**config.mk**
```make
export PLATFORM = sky130hd
export DESIGN_NAME = sha256_message_digest
export DESIGN_NICKNAME = d
export VERILOG_FILES = /design/src/rtl/sha256_pkg.sv /design/src/rtl/sha256_ctrl.sv /design/src/rtl/sha256_datapath.sv /design/src/rtl/sha256_message_digest.sv
export SDC_FILE = /design/constraint.sdc
export NUM_CORES = 2
export LEC_CHECK = 0
export BUFFER_PORTS_ARGS = -buffer_cell sky130_fd_sc_hd__buf_4
export CAP_MARGIN = 15
export CORE_MARGIN = 1
export CORE_UTILIZATION = 55
export DETAILED_ROUTE_END_ITERATION = 8
export HOLD_SLACK_MARGIN = 0.08
export MAX_ROUTING_LAYER = met4
export PLACE_DENSITY_LB_ADDON = 0.2
export SYNTH_ARGS = -nofsm -noshare
export SYNTH_HDL_FRONTEND = slang
export SYNTH_SLANG_ARGS = --single-unit
```
**constraint.sdc**
```tcl
create_clock -name clock -period 55.7 [get_ports clock]
set_input_delay 11.14 -clock clock [delete_from_list [all_inputs] [get_ports clock]]
set_output_delay 11.14 -clock clock [all_outputs]
set_load 0.1 [all_outputs]
```
**src/rtl/sha256_pkg.sv**
```systemverilog
// Shared types, constants and the rotate function for the SHA-256 digest block
`default_nettype none
package sha256_pkg;

   localparam int WordWidth = 32;
   localparam int NumRounds = 64;

   typedef struct packed {
      logic [7:0] data_byte;
      logic       byte_valid;
      logic       end_of_message;
   } req_type;

   typedef struct packed {
      logic [31:0] digest_word;
      logic [2:0]  word_index;
      logic        last_word;
   } rsp_type;

   typedef enum logic [2:0] {
      ST_IDLE,
      ST_ROUND,
      ST_PAD,
      ST_LEN,
      ST_EMIT
   } state_type;

   typedef enum logic [1:0] {
      WR_NONE,
      WR_DATA,
      WR_ZERO,
      WR_LEN
   } wr_sel_type;

   typedef struct packed {
      wr_sel_type wr_sel;
      logic       wr_first_pad;
      logic       add_len;
      logic       start_block;
      logic       round_step;
      logic       load_chain;
      logic       emit_step;
      logic       restart;
   } cmd_type;

   typedef struct packed {
      logic       last_round;
      logic       buffer_full;
      logic       fill_past_pad;
      logic [5:0] fill;
      logic       last_emit;
   } status_type;

   localparam logic [31:0] InitHash [8] = '{
      32'h6a09e667, 32'hbb67ae85, 32'h3c6ef372, 32'ha54ff53a,
      32'h510e527f, 32'h9b05688c, 32'h1f83d9ab, 32'h5be0cd19
   };

   localparam logic [31:0] RoundK [64] = '{
      32'h428a2f98, 32'h71374491, 32'hb5c0fbcf, 32'he9b5dba5,
      32'h3956c25b, 32'h59f111f1, 32'h923f82a4, 32'hab1c5ed5,
      32'hd807aa98, 32'h12835b01, 32'h243185be, 32'h550c7dc3,
      32'h72be5d74, 32'h80deb1fe, 32'h9bdc06a7, 32'hc19bf174,
      32'he49b69c1, 32'hefbe4786, 32'h0fc19dc6, 32'h240ca1cc,
      32'h2de92c6f, 32'h4a7484aa, 32'h5cb0a9dc, 32'h76f988da,
      32'h983e5152, 32'ha831c66d, 32'hb00327c8, 32'hbf597fc7,
      32'hc6e00bf3, 32'hd5a79147, 32'h06ca6351, 32'h14292967,
      32'h27b70a85, 32'h2e1b2138, 32'h4d2c6dfc, 32'h53380d13,
      32'h650a7354, 32'h766a0abb, 32'h81c2c92e, 32'h92722c85,
      32'ha2bfe8a1, 32'ha81a664b, 32'hc24b8b70, 32'hc76c51a3,
      32'hd192e819, 32'hd6990624, 32'hf40e3585, 32'h106aa070,
      32'h19a4c116, 32'h1e376c08, 32'h2748774c, 32'h34b0bcb5,
      32'h391c0cb3, 32'h4ed8aa4a, 32'h5b9cca4f, 32'h682e6ff3,
      32'h748f82ee, 32'h78a5636f, 32'h84c87814, 32'h8cc70208,
      32'h90befffa, 32'ha4506ceb, 32'hbef9a3f7, 32'hc67178f2
   };

   localparam logic [7:0] PadByte   = 8'h80;
   localparam logic [5:0] LenOffset = 6'd56;

   function automatic logic [31:0] ror(input logic [31:0] v, input int n);
      ror = (v >> n) | (v << (32 - n));
   endfunction

endpackage
`default_nettype wire

```
**src/rtl/sha256_ctrl.sv**
```systemverilog
// Sequencer for byte loading, padding, compression rounds and digest output
`default_nettype none
module sha256_ctrl
   import sha256_pkg::*;
(
   input  wire logic       clock,
   input  wire logic       reset,
   input  wire logic       req_valid,
   output logic            req_ready,
   input  wire req_type    req_data,
   output logic            rsp_valid,
   input  wire logic       rsp_ready,
   output cmd_type         cmd,
   input  wire status_type status
);

   state_type state_ff, state_in;
   logic      finish_ff, finish_in;
   logic      pad_done_ff, pad_done_in;
   logic      len_next_ff, len_next_in;
   logic      accept;

   assign accept = req_valid & req_ready;

   always_ff @(posedge clock) begin
      if (reset) begin
         state_ff    <= ST_IDLE;
         finish_ff   <= 1'b0;
         pad_done_ff <= 1'b0;
         len_next_ff <= 1'b0;
      end else begin
         state_ff    <= state_in;
         finish_ff   <= finish_in;
         pad_done_ff <= pad_done_in;
         len_next_ff <= len_next_in;
      end
   end

   always_comb begin
      state_in    = state_ff;
      finish_in   = finish_ff;
      pad_done_in = pad_done_ff;
      len_next_in = len_next_ff;
      unique case (state_ff)
         ST_IDLE: begin
            if (accept) begin
               finish_in   = req_data.end_of_message;
               pad_done_in = 1'b0;
               if (req_data.byte_valid && status.buffer_full) begin
                  state_in = ST_ROUND;
               end else if (req_data.end_of_message) begin
                  state_in = ST_PAD;
               end
            end
         end
         ST_ROUND: begin
            if (status.last_round) begin
               if (!finish_ff) begin
                  state_in = ST_IDLE;
               end else if (len_next_ff) begin
                  state_in    = ST_EMIT;
                  len_next_in = 1'b0;
               end else begin
                  state_in = ST_PAD;
               end
            end
         end
         ST_PAD: begin
            pad_done_in = 1'b1;
            if (!pad_done_ff) begin
               if (status.fill == 6'd63) begin
                  state_in = ST_ROUND;
               end else if (status.fill_past_pad) begin
                  state_in = ST_PAD;
               end else if (status.fill == LenOffset - 6'd1) begin
                  state_in = ST_LEN;
               end
            end else if (status.fill == 6'd63) begin
               state_in = ST_ROUND;
            end else if (status.fill == LenOffset - 6'd1) begin
               state_in = ST_LEN;
            end
         end
         ST_LEN: begin
            if (status.fill == 6'd63) begin
               state_in    = ST_ROUND;
               len_next_in = 1'b1;
            end
         end
         ST_EMIT: begin
            if (rsp_ready && status.last_emit) begin
               state_in  = ST_IDLE;
               finish_in = 1'b0;
            end
         end
         default: state_in = ST_IDLE;
      endcase
   end

   always_comb begin
      cmd       = '0;
      req_ready = 1'b0;
      rsp_valid = 1'b0;
      unique case (state_ff)
         ST_IDLE: begin
            req_ready = 1'b1;
            if (accept && req_data.byte_valid) begin
               cmd.wr_sel      = WR_DATA;
               cmd.start_block = status.buffer_full;
            end
         end
         ST_ROUND: begin
            cmd.round_step = 1'b1;
            cmd.load_chain = status.last_round;
         end
         ST_PAD: begin
            cmd.wr_sel       = WR_ZERO;
            cmd.wr_first_pad = !pad_done_ff;
            cmd.start_block  = status.fill == 6'd63;
         end
         ST_LEN: begin
            cmd.wr_sel      = WR_LEN;
            cmd.start_block = status.fill == 6'd63;
         end
         ST_EMIT: begin
            rsp_valid     = 1'b1;
            cmd.emit_step = rsp_ready;
            cmd.restart   = rsp_ready & status.last_emit;
         end
         default: ;
      endcase
   end

endmodule
`default_nettype wire

```
**src/rtl/sha256_datapath.sv**
```systemverilog
// Block buffer, message schedule, round registers and chaining hash
`default_nettype none
module sha256_datapath
   import sha256_pkg::*;
(
   input  wire logic    clock,
   input  wire logic    reset,
   input  wire req_type req_data,
   input  wire cmd_type cmd,
   output status_type   status,
   output rsp_type      rsp_data
);

   logic [5:0]  fill_ff, fill_in;
   logic [63:0] bits_ff, bits_in;
   logic [31:0] chain_ff [8];
   logic [31:0] s_ff [8];
   logic [31:0] w_ff [16];
   logic [5:0]  round_ff;
   logic [2:0]  emit_ff;
   logic [7:0]  wr_byte;
   logic        wr_en;
   logic [31:0] w_new, t1, t2, e, a;
   logic [2:0]  len_idx;

   assign len_idx = fill_ff[2:0];
   assign wr_en   = cmd.wr_sel != WR_NONE;

   always_comb begin
      unique case (cmd.wr_sel)
         WR_DATA: wr_byte = req_data.data_byte;
         WR_ZERO: wr_byte = cmd.wr_first_pad ? PadByte : 8'h00;
         WR_LEN:  wr_byte = bits_ff[63 - 8 * len_idx -: 8];
         default: wr_byte = 8'h00;
      endcase
   end

   always_comb begin
      fill_in = fill_ff;
      bits_in = bits_ff;
      if (wr_en) begin
         fill_in = fill_ff + 6'd1;
      end
      if (cmd.wr_sel == WR_DATA) begin
         bits_in = bits_ff + 64'd8;
      end
      if (cmd.restart) begin
         fill_in = '0;
         bits_in = '0;
      end
   end

   always_ff @(posedge clock) begin
      if (reset) begin
         fill_ff <= '0;
         bits_ff <= '0;
      end else begin
         fill_ff <= fill_in;
         bits_ff <= bits_in;
      end
   end

   assign w_new = (ror(w_ff[14], 17) ^ ror(w_ff[14], 19) ^ (w_ff[14] >> 10))
                + w_ff[9]
                + (ror(w_ff[1], 7) ^ ror(w_ff[1], 18) ^ (w_ff[1] >> 3))
                + w_ff[0];
   assign e  = s_ff[4];
   assign a  = s_ff[0];
   assign t1 = s_ff[7] + (ror(e, 6) ^ ror(e, 11) ^ ror(e, 25))
             + ((e & s_ff[5]) ^ (~e & s_ff[6])) + RoundK[round_ff] + w_ff[0];
   assign t2 = (ror(a, 2) ^ ror(a, 13) ^ ror(a, 22))
             + ((a & s_ff[1]) ^ (a & s_ff[2]) ^ (s_ff[1] & s_ff[2]));

   // shift bytes in big-endian; after 64 bytes the words hold the block
   always_ff @(posedge clock) begin
      if (wr_en) begin
         for (int i = 0; i < 15; i++) begin
            w_ff[i] <= {w_ff[i][23:0], w_ff[i + 1][31:24]};
         end
         w_ff[15] <= {w_ff[15][23:0], wr_byte};
      end else if (cmd.round_step) begin
         for (int i = 0; i < 15; i++) begin
            w_ff[i] <= w_ff[i + 1];
         end
         w_ff[15] <= w_new;
      end
   end

   always_ff @(posedge clock) begin
      if (cmd.start_block) begin
         for (int i = 0; i < 8; i++) begin
            s_ff[i] <= chain_ff[i];
         end
      end else if (cmd.round_step) begin
         s_ff[7]  <= s_ff[6];
         s_ff[6]  <= s_ff[5];
         s_ff[5]  <= s_ff[4];
         s_ff[4]  <= s_ff[3] + t1;
         s_ff[3]  <= s_ff[2];
         s_ff[2]  <= s_ff[1];
         s_ff[1]  <= s_ff[0];
         s_ff[0]  <= t1 + t2;
      end
   end

   always_ff @(posedge clock) begin
      if (reset) begin
         round_ff <= '0;
         emit_ff  <= '0;
         for (int i = 0; i < 8; i++) begin
            chain_ff[i] <= InitHash[i];
         end
      end else begin
         if (cmd.start_block) begin
            round_ff <= '0;
         end else if (cmd.round_step) begin
            round_ff <= round_ff + 6'd1;
         end
         if (cmd.load_chain) begin
            chain_ff[0] <= chain_ff[0] + t1 + t2;
            chain_ff[1] <= chain_ff[1] + s_ff[0];
            chain_ff[2] <= chain_ff[2] + s_ff[1];
            chain_ff[3] <= chain_ff[3] + s_ff[2];
            chain_ff[4] <= chain_ff[4] + s_ff[3] + t1;
            chain_ff[5] <= chain_ff[5] + s_ff[4];
            chain_ff[6] <= chain_ff[6] + s_ff[5];
            chain_ff[7] <= chain_ff[7] + s_ff[6];
         end
         if (cmd.emit_step) begin
            emit_ff <= emit_ff + 3'd1;
         end
         if (cmd.restart) begin
            for (int i = 0; i < 8; i++) begin
               chain_ff[i] <= InitHash[i];
            end
         end
      end
   end

   assign status.last_round    = round_ff == 6'(NumRounds - 1);
   assign status.buffer_full   = fill_ff == 6'd63;
   assign status.fill_past_pad = fill_ff >= LenOffset;
   assign status.fill          = fill_ff;
   assign status.last_emit     = emit_ff == 3'd7;

   assign rsp_data.digest_word = chain_ff[emit_ff];
   assign rsp_data.word_index  = emit_ff;
   assign rsp_data.last_word   = emit_ff == 3'd7;

endmodule
`default_nettype wire

```
**src/rtl/sha256_message_digest.sv**
```systemverilog
// SHA-256 digest over a byte stream: top level joining sequencer and datapath
// A byte that does not fill the block is accepted while the sequencer stays idle.
// A full block loads the working registers with its last byte, then runs 64 rounds of the shared round unit.
// End of message: padding bytes at one per cycle, one or two blocks, then 8 digest beats.
// Reset is synchronous and active high; it loads the initial hash and clears counters.
`default_nettype none
module sha256_message_digest
   import sha256_pkg::*;
(
   input  wire logic    clock,
   input  wire logic    reset,
   input  wire logic    req_valid,
   output logic         req_ready,
   input  wire req_type req_data,
   output logic         rsp_valid,
   input  wire logic    rsp_ready,
   output rsp_type      rsp_data
);

   cmd_type    cmd;
   status_type status;

   sha256_ctrl u_ctrl (
      .clock     (clock),
      .reset     (reset),
      .req_valid (req_valid),
      .req_ready (req_ready),
      .req_data  (req_data),
      .rsp_valid (rsp_valid),
      .rsp_ready (rsp_ready),
      .cmd       (cmd),
      .status    (status)
   );

   sha256_datapath u_datapath (
      .clock    (clock),
      .reset    (reset),
      .req_data (req_data),
      .cmd      (cmd),
      .status   (status),
      .rsp_data (rsp_data)
   );

endmodule
`default_nettype wire

```
==> results.json <==
{
  "via_per_inst": 5.98,
  "cts_sinks": 1109,
  "rsz0062_at_grt": "no",
  "setup_viol": 0,
  "final_util_pct": 59.7,
  "core_mm2": 0.138,
  "critPathLaunchType": "register",
  "end_kind": "primary output",
  "peakVddDrop_mv": 0.0417,
  "slowest_stage": "dfxtp_4",
  "async_flop_share_pct": 0,
  "clock_path_buffers": 3,
  "n_fill_cell": 11800,
  "synthToLayoutAreaGrowth_pct": 7.42,
  "ys_ff_latch": 1109,
  "syn-num-nets": 9097,
  "final_common_cell": "nand2_1",
  "antennaDiodeCount": 0,
  "routed.top_layer": "met4",
  "crit_fanout": 33,
  "die-area_mm2": 0.141,
  "die_w_um": 375,
  "netlist.area_leader.share_pct": 35.1,
  "cts_buffers": 131,
  "cp.arrival_ps": 3580,
  "maxCapViolCount": 0,
  "hold_viol": 0,
  "outcome": "completed",
  "yosys.area.top_type": "edfxtp_1",
  "wl_um": 224000,
  "p_int_mw": 2.00,
  "cp_common_cell": "buf_4",
  "tritoncts": "yes",
  "synth_area_leaders": "edfxtp_1 35%, nand2_1 12%, ha_1 7.0%",
  "clkTransAtPathRegs_ps": 60,
  "pwr-share-clk_pct": 25.9,
  "tightestPinTransition_ps": 1240,
  "final_cell_mix": "2510 x nand2_1, 896 x edfxtp_1, 466 x a21oi_1",
  "switching_share_pct": 38.2,
  "htreeDepth": 4,
  "clkLatencyLatePin_ps": 760,
  "syn_area_mm2": 0.0765,
  "worstPathCellList": "buf_4 > mux4_2 > mux2_2 > buf_4",
  "dp_hpwl_um": 164000,
  "first_iter_violations": 6064,
  "ant_nets": 0,
  "ys_warn_count": 0,
  "yosysSeqAreaShare_pct": 40.7,
  "detail_route.first_pass.iterations": 8,
  "routed-wl-met2_um": 102000,
  "synth_enable_flop_cells": 896,
  "avgSynthCellArea_um2": 9.08,
  "ctsResizeCount": 0,
  "netlist_instances": 8429,
  "final_nets": 8894,
  "grt_pass1_vias": 58400,
  "io_pins": 52,
  "dp_slack_ps": 40720,
  "wl_per_cell_um": 22.1,
  "leakage_nw": 34.3,
  "clock-skew-final_ps": 29.9,
  "drv_slew": 0,
  "max_freq_mhz": 68.0,
  "maxSlewHeadroom_pct": 17.7,
  "grt_pass1_wl_um": 344000,
  "die_h_um": 375,
  "grt-ovfl-total": 0,
  "power.density_mw_per_mm2": 39.3,
  "timing.final.crit_share_pct": 26.4,
  "initial_core_util_pct": 55.5,
  "routabilityCongestion": 1.00,
  "final.setup.tns_ps": 0,
  "root_buffer": "clkbuf_16",
  "postLayoutSetupSlackWorst_ps": 40980,
  "ys_types": 89,
  "period_needed_ps": 14720,
  "cp_top_family": "multiplexers",
  "grt_use_total_pct": 32.7,
  "combPwrFrac_pct": 40.8,
  "antenna_found_initial": 6,
  "hp-class": "register to register",
  "portBuffers": 51,
  "drc_errors": 0,
  "cts_hold_buffers": 0,
  "postCtsSetupRepairBufs": 0,
  "dr_wl_met3_um": 15600,
  "p_seq_share_pct": 33.3,
  "grt_max_degree": 202,
  "synth_flop_cell": "edfxtp_1",
  "placementRows": 136,
  "wl_met1_um": 96100,
  "drive_gt1_share_pct": 5.85,
  "num_vias": 60600,
  "path_buf_inv": 2,
  "worstPathRequired_ps": 44560,
  "path_class": "register to primary output",
  "cpPeakStageDelay_ps": 780,
  "switching_power_mw": 1.23
}
## layout make-up
cell class	instances	area, µm²	share of cell area, %
clock buffer	184	3660	4.45
timing repair buffer	117	941	1.14
sequential	1109	31200	37.9
clock inverter	53	428	0.520
inverter	402	1510	1.84
tap	1794	2240	2.73
multi-input combinational	6465	42300	51.4
## synthesized netlist by cell type, types with 21 or more instances
master	instances
o211ai_1	46
a21oi_1	467
nor2_1	403
a211oi_1	53
nand3_1	95
nand4_1	35
o21ai_0	314
mux2i_1	43
mux2_2	44
a21o_1	172
ha_1	427
maj3_1	31
o21bai_1	43
dfxtp_1	213
nand2_1	2513
nor2b_1	69
a211o_1	21
xnor2_1	423
nand2b_1	88
or3_1	39
and2_1	22
xor2_1	217
o21ai_1	86
a31oi_1	32
and3_1	44
o21a_1	78
inv_1	397
nor3_1	76
mux4_2	81
buf_1	23
edfxtp_1	896
o31ai_1	30
clkbuf_1	425
fa_1	227
## layer usage
layer | up-vias | GRT usage [%]
met2 | 2293 | 49.7
li1 | 28400 | -
met5 | - | -
met4 | 0 | 14.3
met3 | 469 | 3.76
met1 | 29400 | 44.2
## flip-flops by register name, indices dropped and copies added, names as in the netlist, named ones only
register             flops
u_datapath.round_ff      6
u_ctrl.pad_done_ff       1
u_datapath.w_ff        512
u_datapath.chain_ff    256
u_ctrl.state_ff          3
u_ctrl.len_next_ff       1
u_datapath.emit_ff       3
u_datapath.fill_ff       6
u_datapath.bits_ff      61
u_datapath.s_ff        256
u_ctrl.finish_ff         1
## power groups by stage
stage               Combinational (mW)  Sequential, mW  Clock, mW
floorplan                        0.957            1.07          0
global placement                  1.27            1.09          0
detailed placement                1.29            1.09          0
CTS                               1.30            1.07      0.847
global route                      1.44            1.08      0.876
finish                            1.32            1.08      0.837
## cells by family after synthesis
| family | after synthesis | share of synthesized area (%) |
|---|---|---|
| XOR/XNOR | 640 | 7.32 |
| AND/OR/NAND/NOR | 3449 | 18.5 |
| adder cells (fa/ha/maj) | 685 | 13.3 |
| flip-flops | 1109 | 40.7 |
| AO/OA/AOI/OAI | 1523 | 12.4 |
| multiplexers | 168 | 3.59 |
| buffers and inverters | 855 | 4.20 |
## worst paths after layout
| path | startpoint | endpoint | slack, ps | depth (start not counted) |
|---|---|---|---|---|
| setup / recovery | register | rsp_data[10] | 40980 | 4 |
| hold reg to reg | u_datapath.chain_ff[4][21] | u_datapath.chain_ff[4][21] | 480 | 2 |
| hold / removal | u_datapath.chain_ff[4][21] | u_datapath.chain_ff[4][21] | 480 | 2 |
| setup reg to reg | u_datapath.round_ff[0] | u_datapath.chain_ff[4][31] | 43720 | 41 |
## tightest hold or removal path, delay by kind of cell (launching register included)
kind / cells / cell delay (ps)
DFF: 1 / 330
and+or+nand+nor: 1 / 60
AOI/OAI and AO/OA: 1 / 50
## metrics by stage
step	area (µm²)	cells	hold WS (ps)	power [mW]
finish	82200	10100	482	3.23
global route	82200	10100	502	3.40
CTS	82200	10100	474	3.22
detailed placement	78100	9887	462	2.38
global placement	78100	9887	454	2.36
floorplan	76500	8429	442	2.03
Power figures use the tool's default switching activity.
